==> config.mk <==
export PLATFORM = sky130hd
export DESIGN_NAME = indexed_list_engine_top
export DESIGN_NICKNAME = d
export VERILOG_FILES = /design/src/ile_pkg.sv /design/src/ile_ram.sv /design/src/indexed_list_engine_top.sv
export VERILOG_INCLUDE_DIRS = /design/src /design/src/src
export SDC_FILE = /design/constraint.sdc
export NUM_CORES = 2
export LEC_CHECK = 0
export BUFFER_PORTS_ARGS = -buffer_cell sky130_fd_sc_hd__clkbuf_2
export CELL_PAD_IN_SITES_DETAIL_PLACEMENT = 0
export CELL_PAD_IN_SITES_GLOBAL_PLACEMENT = 1
export CORE_ASPECT_RATIO = 0.7
export CORE_MARGIN = 3
export CORE_UTILIZATION = 50
export DETAILED_ROUTE_END_ITERATION = 16
export GPL_TIMING_DRIVEN = 0
export PLACE_DENSITY_LB_ADDON = 0.2
export REMOVE_ABC_BUFFERS = 1
export SKIP_CTS_REPAIR_TIMING = 1
export SYNTH_ARGS = -nofsm -noshare
export SYNTH_HDL_FRONTEND = slang
export SYNTH_HIERARCHICAL = 1
export SYNTH_SLANG_ARGS = --single-unit
==> constraint.sdc <==
create_clock -name clk -period 6.8 [get_ports clk]
set_clock_uncertainty 0.05 [all_clocks]
set_input_delay 1.36 -clock clk [delete_from_list [all_inputs] [get_ports clk]]
set_output_delay 1.36 -clock clk [all_outputs]
set_load 0.03 [all_outputs]
==> src/assert_macros.svh <==
// Assertion macros shared by the list engine RTL.
`ifndef ASSERT_MACROS_SVH
`define ASSERT_MACROS_SVH
`ifndef ASSERT_OFF
// Check a condition at every clock edge outside reset.
`define ILE_ASSERT(lbl, cond, msg) \
    lbl: assert property (@(posedge clk) disable iff (!rst_n) (cond)) else $error(msg);
// Check that a trigger is followed by a consequence in the next cycle.
`define ILE_ASSERT_NEXT(lbl, trig, cons, msg) \
    lbl: assert property (@(posedge clk) disable iff (!rst_n) (trig) |=> (cons)) else $error(msg);
`else
`define ILE_ASSERT(lbl, cond, msg)
`define ILE_ASSERT_NEXT(lbl, trig, cons, msg)
`endif
`endif

==> src/ile_pkg.sv <==
// Operation codes, status codes and fixed widths of the list engine.
package ile_pkg;

    localparam int DATA_W = 32;
    localparam int POS_W  = 6;
    localparam int CNT_W  = 6;

    typedef enum logic [2:0] {
        F_INS_FRONT = 3'd0,
        F_INS_REAR  = 3'd1,
        F_INS_AT    = 3'd2,
        F_DEL_FRONT = 3'd3,
        F_DEL_REAR  = 3'd4,
        F_DEL_AT    = 3'd5,
        F_DUMP      = 3'd6,
        F_DUMP_REV  = 3'd7
    } func_t;

    typedef enum logic [1:0] {
        ST_OK     = 2'd0,
        ST_EMPTY  = 2'd1,
        ST_BADPOS = 2'd2,
        ST_FULL   = 2'd3
    } status_t;

endpackage

==> src/ile_ram.sv <==
// Generic single-port-write, single-port-read RAM with registered read data.
module ile_ram #(
    parameter int WIDTH = 32,
    parameter int DEPTH = 32
) (
    input  logic                     clk,
    input  logic                     wr_en,
    input  logic [$clog2(DEPTH)-1:0] wr_addr,
    input  logic [WIDTH-1:0]         wr_data,
    input  logic                     rd_en,
    input  logic [$clog2(DEPTH)-1:0] rd_addr,
    output logic [WIDTH-1:0]         rd_data
);

    logic [WIDTH-1:0] mem [DEPTH];
    logic [WIDTH-1:0] rd_data_reg;

    always_ff @(posedge clk)
    begin
        if (wr_en)
        begin
            mem[wr_addr] <= wr_data;
        end
        if (rd_en)
        begin
            rd_data_reg <= mem[rd_addr];
        end
    end

    assign rd_data = rd_data_reg;

endmodule

==> src/indexed_list_engine_top.sv <==
// Top level of the indexed list engine: control sequencer around one entry RAM.
//
// The engine keeps an ordered list of up to CAPACITY signed 32-bit values packed
// in one RAM in list order, and takes one item at a time. Each item names an
// operation; every operation gives one result with last set, except a dump of a
// non-empty list, which gives one result per entry and sets last on the final one.
// A rejected operation goes straight to its result. An insert at position k
// walks the tail upward, one entry per cycle, and a delete at position k walks
// the tail downward. A dump streams one entry per cycle while the output does
// not stall. The walks are bound by the one RAM read port and the one write
// port; an insert at the front of a list one entry short of full or a delete
// from the front of a full list is the worst case. The input stalls while an
// item is in work; the result register lets the next item start while a
// result still waits.
`include "assert_macros.svh"

module indexed_list_engine_top
    import ile_pkg::*;
#(
    parameter int CAPACITY = 32
) (
    input  logic                     clk,
    input  logic                     rst_n,
    input  logic                     in_valid,
    output logic                     in_stall,
    input  logic [2:0]               func,
    input  logic signed [DATA_W-1:0] value_in,
    input  logic [POS_W-1:0]         position,
    output logic                     out_valid,
    input  logic                     out_stall,
    output logic [1:0]               status,
    output logic signed [DATA_W-1:0] value_out,
    output logic                     last,
    output logic [CNT_W-1:0]         count
);

    localparam int AW   = $clog2(CAPACITY);
    localparam int CW   = $clog2(CAPACITY + 1);
    localparam int CMPW = (CW > POS_W) ? CW : POS_W;

    typedef enum logic [4:0] {
        S_IDLE = 5'b00001,
        S_UP   = 5'b00010,
        S_DN   = 5'b00100,
        S_DUMP = 5'b01000,
        S_OUT  = 5'b10000
    } state_t;

    state_t              state_reg, state_next;
    logic [CW-1:0]       count_reg, count_next;
    logic [CW-1:0]       cur_reg, cur_next;
    logic [CW-1:0]       tgt_reg, tgt_next;
    logic [CW-1:0]       dleft_reg, dleft_next;
    logic [AW-1:0]       dptr_reg, dptr_next;
    logic [AW-1:0]       pend_addr_reg, pend_addr_next;
    logic                pend_reg, pend_next;
    logic                cap_reg, cap_next;
    logic                fwd_reg, fwd_next;
    logic [DATA_W-1:0]   val_reg, val_next;
    logic [DATA_W-1:0]   res_reg, res_next;
    status_t             st_reg, st_next;

    logic                out_valid_reg, out_valid_next;
    status_t             status_reg, status_next;
    logic [DATA_W-1:0]   value_out_reg, value_out_next;
    logic                last_reg, last_next;
    logic [CNT_W-1:0]    count_out_reg, count_out_next;

    logic                ram_wr_en, ram_rd_en;
    logic [AW-1:0]       ram_wr_addr, ram_rd_addr;
    logic [DATA_W-1:0]   ram_wr_data, ram_rd_data;

    logic                in_accept, out_free;
    logic [CMPW-1:0]     count_ext, pos_ext, at_ext, cnt_snap;
    logic [CW-1:0]       cur_m1, count_m1, del_pos;
    func_t               op;

    ile_ram #(
        .WIDTH (DATA_W),
        .DEPTH (CAPACITY)
    ) u_ram (
        .clk     (clk),
        .wr_en   (ram_wr_en),
        .wr_addr (ram_wr_addr),
        .wr_data (ram_wr_data),
        .rd_en   (ram_rd_en),
        .rd_addr (ram_rd_addr),
        .rd_data (ram_rd_data)
    );

    assign in_stall  = (state_reg != S_IDLE);
    assign in_accept = in_valid && !in_stall;
    assign out_free  = !out_valid_reg || !out_stall;
    assign op        = func_t'(func);
    assign count_ext = CMPW'(count_reg);
    assign pos_ext   = CMPW'(position);
    assign cur_m1    = cur_reg - CW'(1);
    assign count_m1  = count_reg - CW'(1);

    // Insert target and delete target for the accepted item.
    always_comb
    begin
        case (op)
            F_INS_FRONT: at_ext = '0;
            F_INS_REAR:  at_ext = count_ext;
            default:     at_ext = pos_ext;
        endcase
        case (op)
            F_DEL_FRONT: del_pos = '0;
            F_DEL_REAR:  del_pos = count_m1;
            default:     del_pos = CW'(pos_ext);
        endcase
    end

    always_comb
    begin
        state_next     = state_reg;
        count_next     = count_reg;
        cur_next       = cur_reg;
        tgt_next       = tgt_reg;
        dleft_next     = dleft_reg;
        dptr_next      = dptr_reg;
        pend_addr_next = pend_addr_reg;
        pend_next      = pend_reg;
        cap_next       = cap_reg;
        fwd_next       = fwd_reg;
        val_next       = val_reg;
        res_next       = res_reg;
        st_next        = st_reg;

        out_valid_next = out_valid_reg && out_stall;
        status_next    = status_reg;
        value_out_next = value_out_reg;
        last_next      = last_reg;
        count_out_next = count_out_reg;

        ram_wr_en   = 1'b0;
        ram_wr_addr = pend_addr_reg;
        ram_wr_data = ram_rd_data;
        ram_rd_en   = 1'b0;
        ram_rd_addr = cur_reg[AW-1:0];

        cnt_snap = count_ext;

        unique case (state_reg)
            S_IDLE:
            begin
                if (in_accept)
                begin
                    res_next  = '0;
                    st_next   = ST_OK;
                    pend_next = 1'b0;
                    cap_next  = 1'b0;
                    case (op) inside
                        F_INS_FRONT, F_INS_REAR, F_INS_AT:
                        begin
                            if (at_ext > count_ext)
                            begin
                                st_next    = ST_BADPOS;
                                state_next = S_OUT;
                            end
                            else if (count_reg == CW'(CAPACITY))
                            begin
                                st_next    = ST_FULL;
                                state_next = S_OUT;
                            end
                            else
                            begin
                                cur_next   = count_reg;
                                tgt_next   = CW'(at_ext);
                                val_next   = value_in;
                                state_next = S_UP;
                            end
                        end
                        F_DEL_FRONT, F_DEL_REAR, F_DEL_AT:
                        begin
                            if (op == F_DEL_AT && pos_ext >= count_ext)
                            begin
                                st_next    = ST_BADPOS;
                                state_next = S_OUT;
                            end
                            else if (count_reg == '0)
                            begin
                                st_next    = ST_EMPTY;
                                state_next = S_OUT;
                            end
                            else
                            begin
                                // Fetch the removed entry, then pull the tail down.
                                ram_rd_en   = 1'b1;
                                ram_rd_addr = del_pos[AW-1:0];
                                cap_next    = 1'b1;
                                cur_next    = del_pos + CW'(1);
                                state_next  = S_DN;
                            end
                        end
                        default:
                        begin
                            if (count_reg == '0)
                            begin
                                st_next    = ST_EMPTY;
                                state_next = S_OUT;
                            end
                            else
                            begin
                                fwd_next    = (op == F_DUMP);
                                dptr_next   = (op == F_DUMP) ? '0 : count_m1[AW-1:0];
                                ram_rd_en   = 1'b1;
                                ram_rd_addr = (op == F_DUMP) ? '0 : count_m1[AW-1:0];
                                dleft_next  = count_m1;
                                state_next  = S_DUMP;
                            end
                        end
                    endcase
                end
            end

            S_UP:
            begin
                // Write back the entry read last cycle one slot higher.
                if (pend_reg)
                begin
                    ram_wr_en   = 1'b1;
                    ram_wr_addr = pend_addr_reg;
                    ram_wr_data = ram_rd_data;
                end
                if (cur_reg > tgt_reg)
                begin
                    ram_rd_en      = 1'b1;
                    ram_rd_addr    = cur_m1[AW-1:0];
                    pend_next      = 1'b1;
                    pend_addr_next = cur_reg[AW-1:0];
                    cur_next       = cur_m1;
                end
                else
                begin
                    pend_next = 1'b0;
                    if (!pend_reg)
                    begin
                        ram_wr_en   = 1'b1;
                        ram_wr_addr = tgt_reg[AW-1:0];
                        ram_wr_data = val_reg;
                        count_next  = count_reg + CW'(1);
                        state_next  = S_OUT;
                    end
                end
            end

            S_DN:
            begin
                if (cap_reg)
                begin
                    res_next = ram_rd_data;
                end
                // Write back the entry read last cycle one slot lower.
                if (pend_reg)
                begin
                    ram_wr_en   = 1'b1;
                    ram_wr_addr = pend_addr_reg;
                    ram_wr_data = ram_rd_data;
                end
                cap_next = 1'b0;
                if (cur_reg < count_reg)
                begin
                    ram_rd_en      = 1'b1;
                    ram_rd_addr    = cur_reg[AW-1:0];
                    pend_next      = 1'b1;
                    pend_addr_next = cur_m1[AW-1:0];
                    cur_next       = cur_reg + CW'(1);
                end
                else
                begin
                    pend_next = 1'b0;
                    if (!pend_reg && !cap_reg)
                    begin
                        count_next = count_m1;
                        state_next = S_OUT;
                    end
                end
            end

            S_DUMP:
            begin
                // Read data holds until the next read, so a stalled result just waits.
                if (out_free)
                begin
                    out_valid_next = 1'b1;
                    status_next    = ST_OK;
                    value_out_next = ram_rd_data;
                    last_next      = (dleft_reg == '0);
                    count_out_next = cnt_snap[CNT_W-1:0];
                    if (dleft_reg == '0)
                    begin
                        state_next = S_IDLE;
                    end
                    else
                    begin
                        dptr_next   = fwd_reg ? dptr_reg + AW'(1) : dptr_reg - AW'(1);
                        ram_rd_en   = 1'b1;
                        ram_rd_addr = fwd_reg ? dptr_reg + AW'(1) : dptr_reg - AW'(1);
                        dleft_next  = dleft_reg - CW'(1);
                    end
                end
            end

            S_OUT:
            begin
                if (out_free)
                begin
                    out_valid_next = 1'b1;
                    status_next    = st_reg;
                    value_out_next = res_reg;
                    last_next      = 1'b1;
                    count_out_next = cnt_snap[CNT_W-1:0];
                    state_next     = S_IDLE;
                end
            end

            default:
            begin
                state_next = S_IDLE;
            end
        endcase
    end

    always_ff @(posedge clk or negedge rst_n)
    begin
        if (!rst_n)
        begin
            state_reg     <= S_IDLE;
            count_reg     <= '0;
            pend_reg      <= 1'b0;
            cap_reg       <= 1'b0;
            out_valid_reg <= 1'b0;
        end
        else
        begin
            state_reg     <= state_next;
            count_reg     <= count_next;
            pend_reg      <= pend_next;
            cap_reg       <= cap_next;
            out_valid_reg <= out_valid_next;
        end
    end

    always_ff @(posedge clk)
    begin
        cur_reg       <= cur_next;
        tgt_reg       <= tgt_next;
        dleft_reg     <= dleft_next;
        dptr_reg      <= dptr_next;
        pend_addr_reg <= pend_addr_next;
        fwd_reg       <= fwd_next;
        val_reg       <= val_next;
        res_reg       <= res_next;
        st_reg        <= st_next;
        status_reg    <= status_next;
        value_out_reg <= value_out_next;
        last_reg      <= last_next;
        count_out_reg <= count_out_next;
    end

    assign out_valid = out_valid_reg;
    assign status    = status_reg;
    assign value_out = value_out_reg;
    assign last      = last_reg;
    assign count     = count_out_reg;

    `ILE_ASSERT(a_count_cap, count_reg <= CW'(CAPACITY), "count above capacity")
    `ILE_ASSERT(a_no_rw_clash, !(ram_wr_en && ram_rd_en && ram_wr_addr == ram_rd_addr), "RAM clash")
    `ILE_ASSERT_NEXT(a_accept_busy, in_accept, state_reg != S_IDLE, "item started no work")
    `ILE_ASSERT_NEXT(a_last_idle, out_free && (state_reg == S_OUT), state_reg == S_IDLE && out_valid_reg && last_reg, "no final result")

endmodule

---- After elaboration in Yosys (flattened, before gate mapping) ----
Memories as Yosys holds them, arrays and structs flattened. A register that Yosys moved wholly into a read port is not among the register bits.
Cells that the tools add are included.
word-level totals
  word-level logic and storage cells ...... 213
  bits in writable memories ............... 1024
  ROM bits ................................ 0
  output and inout bits ................... 43
  latch bits .............................. 0
  bits in registers ....................... 150
  memories ................................ 1
memory list
  memory     depth  width  rd ports  clocked after Yosys merged registers in  write ports  line           text
  u_ram.mem  32     32     1         1                                        1            ile_ram.sv:15  logic [WIDTH-1:0] mem [DEPTH];
operators by class
  multiply operators ...................... 0
  divide/modulo/power cells ............... 0
  add/subtract/negate cells ............... 8
  mux-type cells .......................... 110
  shift-type cells ........................ 0
  equal/unequal tests ..................... 33
  magnitude comparators ................... 4
  reductions and logical operators ........ 34
  bitwise operators ....................... 5
operators with widths
  cell                 count
  $mux 32              7
  $mux 5               37
  $pmux 32 s2          2
  $mux 6               19
  $pmux 6 s2           4
  $ne 2x2->1 const B   15
  $pmux 5 s5           1
  $mux 1               23
  $pmux 5 s2           2
  $add 6x1->6 const B  3
  $pmux 6 s3           1
  $sub 6x1->6 const B  3
  $pmux 5 s3           1
  $reduce_and 5->1     3
  $mux 2               7
  $gt 6x6->1           2
  $logic_not 6->1      2
  $eq 3x3->1 const B   3
  $reduce_and 3->1     3
  $reduce_and 9->1     1
  $reduce_and 2->1     4
  $reduce_and 8->1     1
  $reduce_bool 2->1    4
  $reduce_and 7->1     1
  28 further kinds     45

---- Longest topological paths before layout ----
  depth in word-level cells ............... 9
  mapped depth ............................ 17

---- By module ----
Netlist, hierarchy kept.
by module, submodules not included
  module                   instances  area an instance (sq um)  cells an instance
  ile_ram                  1          40812.9                   2260
  indexed_list_engine_top  1          8380.5                    721

---- Least setup slack after synthesis ----
Ideal clock, no wire load.
  path kind ............................... input-to-reg
  start point ............................. input func[1]
  end point ............................... register tgt_reg[0] (enable)
  required time ........................... 6.256 ns
  path buffers ............................ 3
  stages .................................. 11
  data arrival time ....................... 6.163 ns
  setup slack ............................. 0.093 ns
  cell sequence ........................... clkbuf_1 > clkbuf_1 > or2_2 > clkbuf_1 > o21ai_0 > ha_1 > nor2b_1 > o21a_1 > o21bai_1 > a21oi_1 > a211oi_1
on the way
  word-level cells in the longest chain between the ends .. 5
  elaborated cells between the ends (all ways) .. 8
  those cells by class .................... order compare: 1; eq/ne: 2; mux: 1; bitwise: 1; reduce/logical: 3
ends and longest elaborated chain
  what                                                  line                            text
  start, declared                                       indexed_list_engine_top.sv:26   input logic [2:0] func,
  $eq 3x1->1 / $logic_not 3->1 (equally long branches)  indexed_list_engine_top.sv:103  case (op)
  $pmux 6 s2 *                                          indexed_list_engine_top.sv:103
  via at_ext[1]                                         indexed_list_engine_top.sv:74   logic [CMPW-1:0] count_ext, pos_ext, at_ext, cnt_snap;
  $gt 6x6->1 *                                          indexed_list_engine_top.sv:157  if (at_ext > count_ext)
  $not 1->1 (no source line) *                          n/a
  $reduce_and 5->1 (no source line) *                   n/a
  end signal, assigned                                  indexed_list_engine_top.sv:349  tgt_reg <= tgt_next;
  end, declared                                         indexed_list_engine_top.sv:52   logic [CW-1:0] tgt_reg, tgt_next;
Mark *: on every way through the listed nets, which the timed path passes. The rest lies on a longest branch.
A chain may end at the register's enable or synchronous reset.

---- Worst setup path after layout ----
  start point ............................. register count_reg[0] (netlist: cnt_snap[0])
  end point ............................... register u_ram.rd_data_reg[11] (netlist: u_ram/rd_data[11]), read port of u_ram.mem, data pin
on the way
  word-level cells in the longest chain between the ends .. 8
  elaborated cells between the ends (all ways) .. 21
  those cells by class .................... add/sub: 1; order compare: 2; mux: 16; reduce/logical: 2
ends and longest elaborated chain
  what                    line                            text
  start, declared         indexed_list_engine_top.sv:50   logic [CW-1:0] count_reg, count_next;
  start signal, assigned  indexed_list_engine_top.sv:339  count_reg <= count_next;
  $sub 6x1->6             indexed_list_engine_top.sv:98   assign count_m1 = count_reg - CW'(1);
  $pmux 6 s2              indexed_list_engine_top.sv:108  case (op)
  $mux 5                  indexed_list_engine_top.sv:182  else if (count_reg == '0)
  $mux 5                  indexed_list_engine_top.sv:177  if (op == F_DEL_AT && pos_ext >= count_ext)
  $mux 5 * (2 in a row)   indexed_list_engine_top.sv:154  case (op) inside
  $mux 5 *                indexed_list_engine_top.sv:148  if (in_accept)
  $pmux 5 s3 *            indexed_list_engine_top.sv:145  unique case (state_reg)
  via ram_rd_addr[1]      indexed_list_engine_top.sv:70   logic [AW-1:0] ram_wr_addr, ram_rd_addr;
  end, declared           ile_ram.sv:16                   logic [WIDTH-1:0] rd_data_reg;
Marks and branches as above.

==> summary.md <==
| Metric | Value |
|---|---|
| Worst-path clk slew | 60 ps |
| Initial antenna violation count | 0 |
| Dpl cell area | 53140 sq um |
| Crit-path max FO | 27 |
| Outcome | complete, no violations |
| YS warnings | 6 |
| Largest register FFs | 1024 |
| Gr usage total | 24.56% |
| Setup Crit Path Kind | reg -> reg |
| Worst min-delay path class | in -> async |
| Most used cell, CP | buf_12 |
| PnR worst setup slack | 297.1 ps |
| Fin crit share | 95.63% |
| Top cell type's share of synthesized area | 72.76% |
| Initial core utilization | 50.84% |
| Count of max-cap constraint violations | 0 |
| Area Overhead vs Synth | 15.33% |
| HPWL Detailed | 79.40 mm |
| Setup_tns | 0 ps |
| Share of layout cells above drive strength 1 | 15.36% |
| NumNets Final | 3216 |
| Critical path's largest stage delay | 920 ps |
| Final instance area | 56730 sq um |
| Later-pin clock latency in the skew report | 720 ps |
| Critical path data required time | 7170 ps |
| First drt pass iteration count | 6 |
| Post-synth EDFFs | 1192 |
| Layout filler cell count | 7164 |
| H-Tree Depth | 3 |
| Synth cell types | 78 |
| Iter 0 DRT Violations | 2586 |
| Crit path max-delay family | compound AO/OA/AOI/OAI gates |
| Reg with most FFs | u_ram/mem |
| Core ar. | 96760 sq um |
| Clock Sinks | 1206 |
| Max Clk Rate | 0.1538 GHz |
| Worst hold margin | 494.2 ps |
| Via count | 27.45k |
| Crit-path cells | inv_1 -> ha_1 -> nor4b_2 -> a21oi_1 -> a21o_1 -> a2111oi_0 -> a211oi_1 -> a21oi_1 -> nor2b_4 -> buf_12 -> buf_12 -> buf_12 -> buf_12 -> a22o_1 -> nor3_1 -> a31oi_1 -> nand3_1 |
| Final Max Tran Viols | 0 |
| Worst EP arrival | 6880 ps |
| Crit path launch type | flip-flop |
| Crit path buf inv count | 5 |
| GRT overflow | 0 |
| # IOs | 88 |
| Pwr dens | 421.6 nW/um^2 |
| Vias in the first global route | 26.78k |
| Max IR drop VDD | 0.3612 mV |
| Worst Setup Slack post-DPL | 281.6 ps |
| Post-synth top area cell | edfxtp_1 |
| #FFs+latches synth | 1206 |
| Headroom to the max-slew limit | 12.78% |
| Unrepaired setup endpoints after global routing | no |
| Pleak | 19.63 nW |
| Bufs on Longest Clock Path | 3 |
| Die height | 268.4 microns |
| Worst-margin pin slew | 1308 ps |
| Die width | 380.9 microns |
| Syn_area_per_cell | 16.50 sq um |
| Total Routed Length | 125.9 mm |
| WL/cell | 27.73 microns |
| DRC | 0 |
| Hold violation total from the final report | 0 |
| CTS Buf Count | 113 |
| Post-synth top cells | edfxtp_1, mux2i_1, nand2_1, a21oi_1, nand3_1 |
| Minimum clock period | 6503 ps |
| Synth Cell Area | 49190 sq um |
| Critical path's slowest cell | nor2b_4 |
| Area contributors post-synth | edfxtp_1, mux2i_1, mux2_2 |
| Final ANT Viol Nets | 0 |
| Final setup vio count | 0 |
| Critical path endpoint category | flip-flop |
| Vias/cell | 6.048 |
| Port-buffer cells | 87 |
| CTS tree | yes |
| Row count | 95 |
| Clock root buffer | clkbuf_16 |
| Most common cell in the netlist | edfxtp_1 |
| Sequential area share after synthesis | 73.48% |
| Routability congestion estimate | 0.8764 |
| Synth Flop Type | edfxtp_1 |
| First-pass GRT wire length | 183.5 mm |
| Asr flop ratio synth | 1.161% |
| Syn Inst Count | 2981 |
| Largest net degree at the start of global routing | 56 |
| Die area | 102200 sq um |
[layout make-up]
type | instances | area (sq um) | area share (%)
Clock inverter | 62 | 611.8 | 1.078
Clock buffer | 145 | 2978 | 5.249
Tap cell | 1309 | 1638 | 2.887
Antenna cell | 1 | 2.502 | 0.004411
Sequential cell | 1206 | 36150 | 63.71
Multi-Input combinational cell | 1569 | 12300 | 21.68
Timing Repair Buffer | 209 | 2914 | 5.136
Inverter | 38 | 142.6 | 0.2514
[final timing paths]
check / startpoint / to / slack [ps] / cells past startpoint
worst min-delay path: rst_n / cnt_snap[0] / 490 / 1
worst min register to register: res_reg[18] / value_out[18] / 500 / 1
min in group clk: res_reg[18] / value_out[18] / 500 / 1
worst max register to register: cnt_snap[0] / u_ram/rd_data[11] / 300 / 17
max in group asynchronous: rst_n / state_reg[0] / 5890 / 1
worst max-delay path: cnt_snap[0] / u_ram/rd_data[11] / 300 / 17
[worst register-to-register path, stage by stage (launching register included)]
cell	delay, ps
dfrtp_1	650
inv_1	310
ha_1	330
nor4b_2	560
a21oi_1	360
a21o_1	260
a2111oi_0	420
a211oi_1	130
a21oi_1	500
nor2b_4	920
buf_12	300
buf_12	210
buf_12	230
buf_12	230
a22o_1	220
nor3_1	80
a31oi_1	290
nand3_1	160
[per-layer routing]
metal / routed length [microns] / share of wire [%] / vias up / track usage, %
met5: 0 / 0 / - / 0
met4: 2898 / 2.3 / 0 / 6.222
met3: 8304 / 6.6 / 192 / 4.170
met2: 56210 / 45 / 950 / 37.57
met1: 58450 / 46 / 14270 / 37.01
li1: - / - / 12040 / -
[through the flow]
step	util, %	power, W	instances
final	58.64	0.02392	4539
after global routing	58.63	0.02496	4538
after CTS	58.63	0.02403	4538
after detailed placement	54.92	0.01787	4331
after global placement	52.01	0.01522	4209
after floorplan	-	0.01389	2813
[placed cells by master (no fill, tap or decap), types with 46 or more instances in the layout]
cell / Yosys / final
a21oi_1: 133 / 132
a22o_1: 66 / 66
a22oi_1: 98 / 98
clkbuf_16: 0 / 113
clkbuf_2: 0 / 87
edfxtp_1: 1192 / 1192
mux2_2: 68 / 68
mux2i_1: 516 / 516
nand2_1: 147 / 146
nand3_1: 115 / 114
nor2_1: 79 / 46
[power breakdown]
group	leakage (nW)	switching [W]	total (W)	internal, W
combinational	6.95	0.00501	0.00851	0.00351
sequential	10.9	0.000185	0.00923	0.00904
clock	1.74	0.00273	0.00618	0.00344
[cells by family (layout without fill, tap and decap cells)]
group,after synthesis,after routing,share of synthesized area [%]
compound gates,441,441,6.094
xor+xnor,24,24,0.4273
fa+ha+maj,34,34,0.8800
buf+inv,206,454,2.215
flops,1206,1206,73.48
mux,585,585,12.08
other cells,0,1,0
simple gates,485,485,4.827
Power figures use the tool's default switching activity.
